--- src/hw/rtl/dcs_pkg.sv ---
// Shared types and constants for the dryer cycle sequencer.
package dcs_pkg;

  localparam int COUNT_WIDTH_DEF = 10;
  localparam int CFG_W           = 10;
  localparam int CFG_IDX_W       = 2;

  localparam logic [CFG_W-1:0] HEATER_TICKS_RST = 10'd600;
  localparam logic [CFG_W-1:0] FAN_MIN_RST      = 10'd500;
  localparam logic [CFG_W-1:0] PUMP_TICKS_RST   = 10'd500;

  localparam logic [6:0] TEMP_TOP  = 7'd99;
  localparam logic [6:0] TEMP_LOW  = 7'd25;
  localparam logic [7:0] HUM_START = 8'd72;

  localparam logic [7:0] DRIVE_OFF  = 8'h00;
  localparam logic [7:0] DRIVE_HEAT = 8'hA0;
  localparam logic [7:0] DRIVE_FAN  = 8'h40;
  localparam logic [7:0] DRIVE_PUMP = 8'h18;

  typedef enum logic [CFG_IDX_W-1:0] {
    REG_HEATER_TICKS = 2'd0,
    REG_FAN_MIN      = 2'd1,
    REG_PUMP_TICKS   = 2'd2
  } cfg_reg_t;

  typedef enum logic [2:0] {
    PH_IDLE     = 3'd0,
    PH_SET_TEMP = 3'd1,
    PH_SET_HUM  = 3'd2,
    PH_HEAT     = 3'd3,
    PH_CHECK    = 3'd4,
    PH_FAN      = 3'd5,
    PH_PUMP     = 3'd6
  } phase_t;

  typedef struct packed {
    logic       next_button_level;
    logic       adjust_button_level;
    logic [7:0] humidity_reading;
    logic [7:0] temperature_reading;
  } in_item_t;

  typedef struct packed {
    logic [7:0] drive_pattern;
    logic [2:0] phase;
    logic [6:0] temp_setpoint_out;
    logic [7:0] hum_setpoint_out;
  } out_item_t;

endpackage

--- src/hw/rtl/dryer_cycle_sequencer_core.sv ---
// Dryer cycle sequencer: phase control, press detection, setpoints and run timers.
// An accepted item's result is loaded into the output register at the edge that takes it;
//   out_valid is then high until that result is taken.
// Throughput: one item per cycle; in_ready stays high while the output register is empty
//   or is being taken in the same cycle.
// Reset (rst, synchronous): idle phase, detectors clear, setpoints 25 and 72, counters 0,
//   drive off, config registers 600/500/500, output register empty.
module dryer_cycle_sequencer_core #(
  parameter int COUNT_WIDTH = dcs_pkg::COUNT_WIDTH_DEF
) (
  input  logic                        clk,
  input  logic                        rst,
  // input channel
  input  logic                        in_valid,
  output logic                        in_ready,
  input  dcs_pkg::in_item_t           in_item,
  // output channel
  output logic                        out_valid,
  input  logic                        out_ready,
  output dcs_pkg::out_item_t          out_item,
  // configuration write port
  input  logic                        cfg_write,
  input  logic [dcs_pkg::CFG_IDX_W-1:0] cfg_index,
  input  logic [dcs_pkg::CFG_W-1:0]   cfg_data
);

  // Counter and register compared at the wider of the two widths, so a
  // register above the counter's range never ends the phase.
  localparam int CMP_W = (COUNT_WIDTH > dcs_pkg::CFG_W) ? COUNT_WIDTH : dcs_pkg::CFG_W;
  localparam logic [COUNT_WIDTH-1:0] CNT_ONE = COUNT_WIDTH'(1);
  localparam logic [COUNT_WIDTH-1:0] CNT_TOP = {COUNT_WIDTH{1'b1}};

  // configuration registers
  logic [dcs_pkg::CFG_W-1:0] heater_ticks, fan_min_ticks, pump_ticks;

  // sequencer state
  dcs_pkg::phase_t           phase_reg, phase_next;
  logic                      next_press_seen, next_press_seen_next;
  logic                      adjust_press_seen, adjust_press_seen_next;
  logic [6:0]                temp_setpoint, temp_setpoint_next;
  logic [7:0]                hum_setpoint, hum_setpoint_next;
  logic [COUNT_WIDTH-1:0]    heater_count, heater_count_next;
  logic [COUNT_WIDTH-1:0]    fan_count, fan_count_next;
  logic [COUNT_WIDTH-1:0]    pump_count, pump_count_next;
  logic [7:0]                drive_reg, drive_next;

  // output register
  dcs_pkg::out_item_t        out_reg;
  logic                      out_full;

  // press events: a pressed level (0) while the detector is clear
  logic next_event, adjust_event;
  logic [6:0] temp_inc;
  logic [7:0] hum_dec;
  logic [COUNT_WIDTH-1:0] heater_inc, pump_inc, fan_sat;
  logic in_take;

  assign in_ready  = !out_full || out_ready;
  assign in_take   = in_valid && in_ready;
  assign out_valid = out_full;
  assign out_item  = out_reg;

  assign next_event   = !in_item.next_button_level && !next_press_seen;
  assign adjust_event = !in_item.adjust_button_level && !adjust_press_seen;

  assign temp_inc   = temp_setpoint + 7'd1;
  assign hum_dec    = hum_setpoint - 8'd1;
  assign heater_inc = heater_count + CNT_ONE;
  assign pump_inc   = pump_count + CNT_ONE;
  assign fan_sat    = (fan_count < CNT_TOP) ? fan_count + CNT_ONE : fan_count;

  // configuration writes; indexes beyond the list are dropped
  always_ff @(posedge clk) begin
    if (rst) begin
      heater_ticks  <= dcs_pkg::HEATER_TICKS_RST;
      fan_min_ticks <= dcs_pkg::FAN_MIN_RST;
      pump_ticks    <= dcs_pkg::PUMP_TICKS_RST;
    end else if (cfg_write) begin
      case (cfg_index)
        dcs_pkg::REG_HEATER_TICKS: heater_ticks  <= cfg_data;
        dcs_pkg::REG_FAN_MIN:      fan_min_ticks <= cfg_data;
        dcs_pkg::REG_PUMP_TICKS:   pump_ticks    <= cfg_data;
        default: ;
      endcase
    end
  end

  // next-state logic for one tick
  always_comb begin
    phase_next             = phase_reg;
    next_press_seen_next   = next_press_seen;
    adjust_press_seen_next = adjust_press_seen;
    temp_setpoint_next     = temp_setpoint;
    hum_setpoint_next      = hum_setpoint;
    heater_count_next      = heater_count;
    fan_count_next         = fan_count;
    pump_count_next        = pump_count;
    drive_next             = drive_reg;

    unique case (phase_reg)
      dcs_pkg::PH_SET_TEMP: begin
        adjust_press_seen_next = !in_item.adjust_button_level;
        next_press_seen_next   = !in_item.next_button_level;
        if (adjust_event) begin
          temp_setpoint_next = (temp_inc >= dcs_pkg::TEMP_TOP) ? dcs_pkg::TEMP_LOW : temp_inc;
        end
        if (next_event) begin
          phase_next = dcs_pkg::PH_SET_HUM;
        end
      end
      dcs_pkg::PH_SET_HUM: begin
        adjust_press_seen_next = !in_item.adjust_button_level;
        next_press_seen_next   = !in_item.next_button_level;
        if (adjust_event) begin
          hum_setpoint_next = (hum_dec == 8'd0) ? dcs_pkg::HUM_START : hum_dec;
        end
        if (next_event) begin
          phase_next = dcs_pkg::PH_HEAT;
        end
      end
      dcs_pkg::PH_HEAT: begin
        drive_next = dcs_pkg::DRIVE_HEAT;
        if (CMP_W'(heater_inc) >= CMP_W'(heater_ticks)) begin
          heater_count_next = '0;
          phase_next        = dcs_pkg::PH_CHECK;
        end else begin
          heater_count_next = heater_inc;
        end
      end
      dcs_pkg::PH_CHECK: begin
        phase_next = (in_item.humidity_reading > hum_setpoint) ? dcs_pkg::PH_FAN
                                                               : dcs_pkg::PH_PUMP;
      end
      dcs_pkg::PH_FAN: begin
        drive_next = dcs_pkg::DRIVE_FAN;
        if ((CMP_W'(fan_sat) >= CMP_W'(fan_min_ticks)) &&
            (in_item.humidity_reading <= hum_setpoint)) begin
          fan_count_next = '0;
          phase_next     = dcs_pkg::PH_PUMP;
        end else begin
          fan_count_next = fan_sat;
        end
      end
      dcs_pkg::PH_PUMP: begin
        drive_next = dcs_pkg::DRIVE_PUMP;
        if (CMP_W'(pump_inc) >= CMP_W'(pump_ticks)) begin
          pump_count_next = '0;
          phase_next = (in_item.temperature_reading >= {1'b0, temp_setpoint}) ?
                       dcs_pkg::PH_IDLE : dcs_pkg::PH_HEAT;
        end else begin
          pump_count_next = pump_inc;
        end
      end
      default: begin
        // idle, and the unused code, which acts as idle
        drive_next           = dcs_pkg::DRIVE_OFF;
        next_press_seen_next = !in_item.next_button_level;
        phase_next = next_event ? dcs_pkg::PH_SET_TEMP : dcs_pkg::PH_IDLE;
      end
    endcase
  end

  // state advances once per accepted item
  always_ff @(posedge clk) begin
    if (rst) begin
      phase_reg         <= dcs_pkg::PH_IDLE;
      next_press_seen   <= 1'b0;
      adjust_press_seen <= 1'b0;
      temp_setpoint     <= dcs_pkg::TEMP_LOW;
      hum_setpoint      <= dcs_pkg::HUM_START;
      heater_count      <= '0;
      fan_count         <= '0;
      pump_count        <= '0;
      drive_reg         <= dcs_pkg::DRIVE_OFF;
    end else if (in_take) begin
      phase_reg         <= phase_next;
      next_press_seen   <= next_press_seen_next;
      adjust_press_seen <= adjust_press_seen_next;
      temp_setpoint     <= temp_setpoint_next;
      hum_setpoint      <= hum_setpoint_next;
      heater_count      <= heater_count_next;
      fan_count         <= fan_count_next;
      pump_count        <= pump_count_next;
      drive_reg         <= drive_next;
    end
  end

  // result register; loads with the post-tick values
  always_ff @(posedge clk) begin
    if (rst) begin
      out_full <= 1'b0;
    end else if (in_take) begin
      out_full <= 1'b1;
    end else if (out_ready) begin
      out_full <= 1'b0;
    end
  end

  always_ff @(posedge clk) begin
    if (in_take) begin
      out_reg.drive_pattern     <= drive_next;
      out_reg.phase             <= phase_next;
      out_reg.temp_setpoint_out <= temp_setpoint_next;
      out_reg.hum_setpoint_out  <= hum_setpoint_next;
    end
  end

endmodule

--- config.mk ---
export PLATFORM = sky130hd
export DESIGN_NAME = dryer_cycle_sequencer_core
export DESIGN_NICKNAME = d
export VERILOG_FILES = /design/src/hw/rtl/dcs_pkg.sv /design/src/hw/rtl/dryer_cycle_sequencer_core.sv
export SDC_FILE = /design/constraint.sdc
export NUM_CORES = 1
export LEC_CHECK = 0
export BUFFER_PORTS_ARGS = -buffer_cell sky130_fd_sc_hd__buf_2
export CAP_MARGIN = 20
export CORE_AREA = 2 2 150 152
export CTS_CLUSTER_DIAMETER = 40
export DETAILED_ROUTE_END_ITERATION = 10
export DIE_AREA = 0 0 152 154
export SYNTH_ARGS = -nofsm -noshare
export SYNTH_HDL_FRONTEND = slang
export SYNTH_SLANG_ARGS = --single-unit
--- constraint.sdc ---
create_clock -name clk -period 3.7 [get_ports clk]
set_clock_uncertainty 0.1 [all_clocks]
set_input_delay 0 -clock clk [delete_from_list [all_inputs] [get_ports clk]]
set_output_delay 0 -clock clk [all_outputs]
set_load 0.03 [all_outputs]
==> results_dict.tcl, run 1 <==
set metrics [dict create \
    cp-end-kind "register" \
    firstDrtPassIters 5 \
    syn_to_final_growth_pct 21.8 \
    path_max_fanout 13 \
    ys.flop_type "dfxtp_1" \
    cap_violations 0 \
    drc 0 \
    relSlewSlack_pct 57.0 \
    grt_use_total_pct 13.0 \
    final_cell_area_sq_um 7880 \
    port_buffers 62 \
    start_kind "register" \
    power_leakage_uw 0.00329 \
    drv_slew 0 \
    hp-class "in -> reg" \
    yosysUniqueCellTypes 68 \
    nFillCells 2229 \
    h-tree-depth 4 \
    largest_reg_flops 26 \
    final_common_cell "dfxtp_1" \
    max_stage_delay_ns 0.49 \
    syn_area_sq_um 6470 \
    rows 54 \
    die_h_microns 154 \
    die_area_sq_um 23400 \
    syn_area_per_cell_sq_um 8.50 \
    synth_nets 848 \
    die_width_microns 152 \
    layout_common_cells "dfxtp_1, nor2_1, nand2_1" \
    grt_pass1_wl_mm 25.1 \
    outcome "finished clean" \
    place_area_sq_um 7030 \
    min_period_over_period_pct 92.1 \
    drive_gt1_share_pct 14.3 \
    cp.required_ns 3.94 \
    initial_core_util_pct 29.8 \
    place.gp.congestion 0.840 \
    setup_viol 0 \
    dp_hpwl_mm 10.6 \
    drtIter0Drc 472 \
    slowest_stage "or3b_2" \
    clk_pin_slew_ns 0.06 \
    gr-total-overflow 0 \
    final_nets 923 \
    numCtsBuffers 17 \
    crit_arrival_ns 3.64 \
    grt_pass1_vias 5073 \
    yosysWarnings 0 \
    fin_tns_setup_ns 0 \
    num_vias 5482 \
    antenna_found_initial 0 \
    hold_viol 0 \
    cts_buffer_depth 2 \
    ys_seq_elements 115 \
    antenna_left 0 \
    min_period_ns 3.41 \
    grt_max_degree 60 \
    core_sq_um 21700 \
    crit_chain "ha_1 > nand3_1 > or3_4 > nand4_1 > xnor2_1 > ha_1 > a21o_1 > nand3_1 > a21oi_1 > o32a_2 > or3b_2 > a21oi_1" \
    syn_inst 761 \
    cts-root-buf "clkbuf_16" \
    fmax_ghz 0.294 \
    cts_tree "yes" \
    post_drt_wl_per_cell_microns 13.2 \
    clk_latency_ns 0.41 \
    antenna_cells 0 \
    clkSinkCount 115 \
    p_per_area_nw_per_um2 425 \
    setup.worst_path.class "reg -> reg" \
    tightest_slew_ns 0.645 \
    ys_seq_area_share_pct 39.6 \
    io_pins 63 \
    vias_per_cell 4.86 \
    vdd_drop_max_mv 0.334 \
    drt-total-wl_mm 14.9 \
    synth_edf_count 26 \
    synth-async-reset-ratio_pct 0 \
    rsz0062_at_grt "no" \
]
## cell usage after synthesis (all sizes together), types with 3 or more instances
library cell | number | share of area [%]
or3 | 8 | 0.77
dfxtp | 89 | 28
a2111oi | 4 | 0.64
o21ai | 34 | 2.6
xnor2 | 24 | 3.3
clkbuf | 26 | 1.5
a21oi | 75 | 5.8
ha | 52 | 10
nand3b | 14 | 1.6
a21o | 11 | 1.3
a22oi | 13 | 1.5
a211o | 10 | 1.4
nand3 | 24 | 1.9
buf | 7 | 0.68
o31ai | 3 | 0.35
a31oi | 3 | 0.29
or3b | 5 | 0.68
and2 | 12 | 1.2
a211oi | 7 | 0.81
xor2 | 8 | 1.1
nor3b | 9 | 1.1
nor4 | 4 | 0.39
nand4 | 9 | 0.87
nand2 | 79 | 4.6
nor2 | 86 | 5.1
nand2b | 7 | 0.68
and3 | 8 | 0.85
or2 | 4 | 0.39
edfxtp | 26 | 12
nor2b | 4 | 0.39
inv | 51 | 3.0
a311oi | 3 | 0.41
nor3 | 13 | 1.1
## layout make-up
cell class                      count  area (sq um)  share of cell area, %
Clock inverter                     15           190                   2.41
Inverter                           51           191                   2.43
Sequential cell                   115          2560                   32.5
Multi-Input combinational cell    562          3590                   45.6
Timing Repair Buffer               89           569                   7.23
Tap cell                          280           350                   4.45
Clock buffer                       17           425                   5.40
## critical path: cells and delay by family (launching register included)
family,cells,cell delay [ns]
AND/OR/NAND/NOR,5,1.32
XOR/XNOR,1,0.14
adder cells (fa/ha/maj),2,0.50
AO/OA/AOI/OAI,4,0.86
flip-flops,1,0.42
## cells by family after synthesis
logic type | synth area share (%)
fa+ha+maj | 10.1
simple gates | 22.5
flops | 39.6
compound gates | 17.7
xor+xnor | 4.33
mux | 0.658
buf+inv | 5.17
## path summary, 6_finish.rpt
kind / slack, ns / from / end / cells after the start
worst min register to register: 0.35 / drive_reg[0] / drive_reg[0] / 1
worst min-delay path: 0.15 / out_ready / hum_setpoint[1] / 6
worst max-delay path: 0.29 / fan_count[0] / fan_count[3] / 12
worst max register to register: 0.29 / fan_count[0] / fan_count[3] / 12
## power by group
part           total [uW]  internal, uW  switching [uW]
combinational         279           104             175
sequential           1350          1320            24.4
clock                1720          1120             598
## layer usage
metal / share of wire, % / GRT usage (%)
met5: 0 / 0
met4: 1.3 / 4.49
met3: 4.3 / 2.79
met2: 43 / 19.8
met1: 51 / 18.1
## what timing repair did
item | CTS | global route
endpoints found under the setup margin | 0 | 12
setup buffers | 0 | 0
hold endpoints to repair | 41 | 0
hold buffers | 21 | 0
resized for setup | 0 | 5
## through the flow
| step | worst slack, ns | hold WS [ns] | total power [uW] | util (%) | instances |
|---|---|---|---|---|---|
| final | 0.293 | 0.155 | 3340 | 36.3 | 1129 |
| after global routing | 0.0179 | 0.206 | 3480 | 36.3 | 1129 |
| after CTS | 0.133 | 0.151 | 3380 | 36.2 | 1128 |
| after detailed placement | 0.149 | 0.122 | 1640 | 32.4 | 1075 |
| after global placement | 0.199 | 0.115 | 1630 | 32.4 | 1075 |
| after floorplan | 0.423 | -0.00439 | 1550 | - | 761 |
No activity file was read; power rests on OpenSTA's default activity.
==> run 2: changes to the inputs <==
==> constraint.sdc (replaced) <==
create_clock -name clk -period 3.7 [get_ports clk]
set_clock_uncertainty 0.1 [all_clocks]
set_input_delay 0.37 -clock clk [delete_from_list [all_inputs] [get_ports clk]]
set_output_delay 0.37 -clock clk [all_outputs]
set_load 0.03 [all_outputs]
==> run 2 against run 1 <==
Effect of this change: first-iteration DRC count is 32% lower; worst setup slack gained 0.0033 ns; non-clock buffer count shrank 21; critical path type unchanged; largest cell class unchanged.
==> results_dict.tcl, run 2 (synthesized netlist as in run 1, its figures left out) <==
set metrics [dict create \
    outcome "finished clean" \
    antenna_cells 0 \
    place.gp.congestion 0.820 \
    setup_viol 0 \
    crit_arrival_ns 3.65 \
    nFillCells 2239 \
    final_nets 902 \
    rsz0062_at_grt "no" \
    max_stage_delay_ns 0.49 \
    min_period_ns 3.40 \
    drt-total-wl_mm 14.9 \
    path_buf_inv 0 \
    cts_hold_repair.buffers 0 \
    fin_util_pct 35.4 \
    tightest_slew_ns 1.02 \
    antenna_found_initial 0 \
    final_cell_area_sq_um 7690 \
    cp-end-kind "register" \
    post_drt_wl_per_cell_microns 13.4 \
    die_width_microns 152 \
    critPathTopFamily "simple AND/OR/NAND/NOR gates" \
    p_per_area_nw_per_um2 436 \
    power_leakage_uw 0.00322 \
    path_max_fanout 13 \
    num_vias 5431 \
    cap_violations 0 \
    hold_viol 0 \
    cts_buffer_depth 2 \
    antenna_left 0 \
    syn_to_final_growth_pct 18.9 \
    final_cells 1108 \
    min_period_over_period_pct 92.0 \
    layout_common_cells "dfxtp_1, nor2_1, nand2_1" \
    h-tree-depth 4 \
    drtIter0Drc 322 \
    crit_chain "ha_1 > nand3_1 > or3_4 > nand4_1 > xnor2_1 > ha_1 > a21o_1 > nand3_1 > a21oi_1 > o32a_2 > or3b_2 > a21oi_1" \
    multiInputGateArea_sq_um 3590 \
    vdd_drop_max_mv 0.306 \
    drive_gt1_share_pct 14.4 \
    gr-total-overflow 0 \
    cp.required_ns 3.95 \
    register_area_sq_um 2560 \
    start_kind "register" \
    drv_slew 0 \
    clk_latency_ns 0.42 \
    setup.worst_path.class "reg -> reg" \
    drc 0 \
    relSlewSlack_pct 32.0 \
    grt_pass1_vias 5089 \
    final_common_cell "dfxtp_1" \
    dp_hpwl_mm 10.6 \
    port_buffers 62 \
    vias_per_cell 4.90 \
    grt_max_degree 60 \
    grt_use_total_pct 12.9 \
    reg2reg_depth 12 \
    cts-root-buf "clkbuf_16" \
    hp-class "in -> reg" \
    cts_tree "yes" \
    fmax_ghz 0.294 \
    largest_reg_flops 26 \
    fin_tns_setup_ns 0 \
    core_sq_um 21700 \
    place_area_sq_um 7050 \
    initial_core_util_pct 29.8 \
    die_area_sq_um 23400 \
    worst_slack_ns 0.297 \
    path_depth 12 \
    clk_pin_slew_ns 0.06 \
    numCtsBuffers 17 \
    grt_pass1_wl_mm 24.7 \
    clkSinkCount 115 \
    firstDrtPassIters 5 \
    place_inst 1076 \
    rows 54 \
    min_path_cells 2 \
    pre_cts_slack_ns 0.130 \
    die_h_microns 154 \
    slowest_stage "or3b_2" \
    io_pins 63 \
]
==> run 2: area by class of cell <==
type                            instances  area share [%]
Clock buffer                           18            5.86
Clock inverter                         14            2.31
Inverter                               51            2.49
Multi-Input combinational cell        562            46.6
Sequential cell                       115            33.3
Tap cell                              280            4.56
Timing Repair Buffer                   68            4.79
==> run 2: metrics by stage <==
stage                     total power (uW)  hold slack [ns]
after floorplan                       1550            0.321
after global placement                1640            0.333
after detailed placement              1640            0.338
after CTS                             3390           0.0318
after global routing                  3480           0.0588
final                                 3350           0.0519
==> run 2: worst reg2reg max path, delay by kind of cell (launching register included) <==
family | cells | cell delay (ns)
AND/OR/NAND/NOR | 5 | 1.33
adder cells (fa/ha/maj) | 2 | 0.51
AO/OA/AOI/OAI | 4 | 0.83
flip-flops | 1 | 0.42
XOR/XNOR | 1 | 0.15
==> run 2: final timing paths <==
check                                       end  slack (ns)    startpoint
worst max-delay path               fan_count[2]        0.30  fan_count[0]
worst min-delay path            next_press_seen        0.05   in_item[17]
worst max register to register     fan_count[2]        0.30  fan_count[0]
worst min register to register     drive_reg[1]        0.35  drive_reg[1]
==> run 2: repair_timing <==
action / CTS / global route
buffers inserted: 0 / 0
gates resized for setup: 0 / 4
setup endpoints to repair: 0 / 7
==> run 2: power breakdown <==
group	leakage (uW)	total [uW]	internal, uW	switching [uW]
sequential	0.000969	1350	1320	23.7
combinational	0.00195	262	90.5	171
clock	0.000296	1740	1100	634
total	0.00322	3350	2520	829
==> run 2: routing by layer <==
layer / routed length, microns / global-route usage (%)
met5: 0 / 0
met4: 237 / 4.67
met3: 697 / 3.55
met2: 6370 / 20.0
met1: 7550 / 17.3
==> run 3: changes to the inputs <==
--- a/config.mk
+++ b/config.mk
@@ -7,10 +7,10 @@
 export LEC_CHECK = 0
 export BUFFER_PORTS_ARGS = -buffer_cell sky130_fd_sc_hd__buf_2
 export CAP_MARGIN = 20
-export CORE_AREA = 2 2 150 152
+export CORE_AREA = 2 2 179 128
 export CTS_CLUSTER_DIAMETER = 40
 export DETAILED_ROUTE_END_ITERATION = 10
-export DIE_AREA = 0 0 152 154
+export DIE_AREA = 0 0 181 130
 export SYNTH_ARGS = -nofsm -noshare
 export SYNTH_HDL_FRONTEND = slang
 export SYNTH_SLANG_ARGS = --single-unit
==> constraint.sdc (replaced) <==
create_clock -name clk -period 3.7 [get_ports clk]
set_clock_uncertainty 0.1 [all_clocks]
set_input_delay 0.74 -clock clk [delete_from_list [all_inputs] [get_ports clk]]
set_output_delay 0.74 -clock clk [all_outputs]
set_load 0.03 [all_outputs]
==> run 3 against run 2 <==
Effect of this change: fmax shrank 2.2%; total power shrank 1.1%; global-route usage grew 0.25 points; clock power shrank 3%.
==> results_dict.tcl, run 3 (synthesized netlist as in run 1, its figures left out) <==
set metrics [dict create \
    vdd_drop_max_mv 0.344 \
    clkSinkCount 115 \
    h-tree-depth 4 \
    final_nets 905 \
    dp_hpwl_mm 11.0 \
    slowest_stage "or4b_1" \
    cp-end-kind "register" \
    min_to "drive_reg[2]" \
    timing.rr.start "fan_count[0]" \
    drc 0 \
    nFillCells 2309 \
    power_leakage_uw 0.00321 \
    io_pins 63 \
    rsz0062_at_grt "no" \
    outcome "finished clean" \
    grt_pass1_wl_mm 24.8 \
    antenna_cells 0 \
    hp-start "drive_reg[2]" \
    cts_tree "yes" \
    cap_violations 0 \
    layout_common_cells "dfxtp_1, nor2_1, nand2_1" \
    min_path_cells 1 \
    gr-total-overflow 0 \
    max_stage_delay_ns 0.53 \
    r2r_slack_ns 0.22 \
    cts-resized-gates 0 \
    num_vias 5471 \
    p_per_area_nw_per_um2 429 \
    min_period_ns 3.48 \
    relSlewSlack_pct 52.8 \
    cts_setup_buffers 0 \
    largest_reg_flops 26 \
    drv_slew 0 \
    syn_to_final_growth_pct 19.2 \
    post_drt_wl_per_cell_microns 13.5 \
    antenna_left 0 \
    drt-total-wl_mm 15.1 \
    pre_cts_slack_ns 0.109 \
    critPathTopFamily "simple AND/OR/NAND/NOR gates" \
    worst_slack_ns 0.219 \
    setup_viol 0 \
    die_h_microns 130 \
    drive_gt1_share_pct 15.2 \
    port_buffers 62 \
    setup.worst_path.class "reg -> reg" \
    rr_endpoint "fan_count[0]" \
    clk_pin_slew_ns 0.06 \
    crit_chain "ha_1 > nand3_1 > or3_4 > nand4_1 > xnor2_1 > ha_1 > a21o_1 > nand3_1 > a21oi_1 > o32a_2 > or4b_1 > a21oi_1" \
    die_width_microns 181 \
    final_common_cell "dfxtp_1" \
    path_max_fanout 13 \
    min_period_over_period_pct 94.1 \
    fin_util_pct 34.9 \
    cts-root-buf "clkbuf_16" \
    hp-class "reg -> reg" \
    grt_use_total_pct 13.2 \
    crit_arrival_ns 3.71 \
    antenna_found_initial 0 \
    fin_tns_setup_ns 0 \
    reg2reg_depth 12 \
    grt_max_degree 89 \
    hold_viol 0 \
    drtIter0Drc 357 \
    hold-worst-slack_ns 0.348 \
    tightest_slew_ns 0.704 \
    place.gp.congestion 0.841 \
    die_area_sq_um 23500 \
    cp.required_ns 3.93 \
    cts_hold_repair.buffers 0 \
    numCtsBuffers 17 \
    rows 46 \
    cts_buffer_depth 2 \
    firstDrtPassIters 5 \
    fmax_ghz 0.287 \
    vias_per_cell 4.89 \
    path_buf_inv 0 \
    clk_latency_ns 0.41 \
    grt_pass1_vias 4842 \
    start_kind "register" \
    core_sq_um 22100 \
    initial_core_util_pct 29.3 \
]
==> run 3: how the worst max path moves through the flow <==
stage / start / endpoint / slack (ns) / cells past startpoint
after floorplan: fan_count[0] / fan_count[3] / 0.42 / 14
after global placement: fan_count[0] / out_item[15] / 0.18 / 13
after detailed placement: fan_count[0] / fan_count[0] / 0.11 / 12
after CTS: fan_count[0] / out_item[15] / 0.09 / 13
after global routing: heater_count[1] / out_item[15] / 0.02 / 11
final: fan_count[0] / fan_count[0] / 0.22 / 12
==> run 3: report_power, final <==
| part | leakage, uW | internal (uW) | switching, uW |
|---|---|---|---|
| Sequential | 0.000969 | 1320 | 24.5 |
| Clock | 0.000282 | 1060 | 629 |
| Combinational | 0.00196 | 93.5 | 176 |
| Total | 0.00321 | 2480 | 829 |
==> run 3: worst reg2reg max path, cell delays in order, from the launching register on <==
cell and delay, ns:
dfxtp_1 0.44, ha_1 0.23, nand3_1 0.17, or3_4 0.49, nand4_1 0.13, xnor2_1 0.14
ha_1 0.28, a21o_1 0.18, nand3_1 0.07, a21oi_1 0.06, o32a_2 0.44, or4b_1 0.53
a21oi_1 0.14
==> run 3: final cells by class <==
cell class | instances | area (sq um) | area share (%)
Multi-Input combinational cell | 562 | 3590 | 46.6
Tap cell | 288 | 360 | 4.68
Sequential cell | 115 | 2560 | 33.3
Clock buffer | 17 | 425 | 5.52
Inverter | 51 | 191 | 2.48
Timing Repair Buffer | 71 | 390 | 5.06
Clock inverter | 15 | 181 | 2.35
==> run 3: metrics by stage <==
step / total power, uW / std cells / area [sq um]
5_1_grt: 3440 / 1119 / 7710
6_report: 3310 / 1119 / 7710
4_1_cts: 3350 / 1119 / 7690
2_1_floorplan: 1550 / 761 / 6470
3_5_place_dp: 1640 / 1087 / 7080
3_3_place_gp: 1640 / 1087 / 7080
==> run 3: routing by layer <==
layer / track usage [%] / wire length (microns)
met1: 20.5 / 8620
met2: 17.2 / 5500
met3: 3.32 / 812
met4: 4.40 / 148
met5: 0 / 0
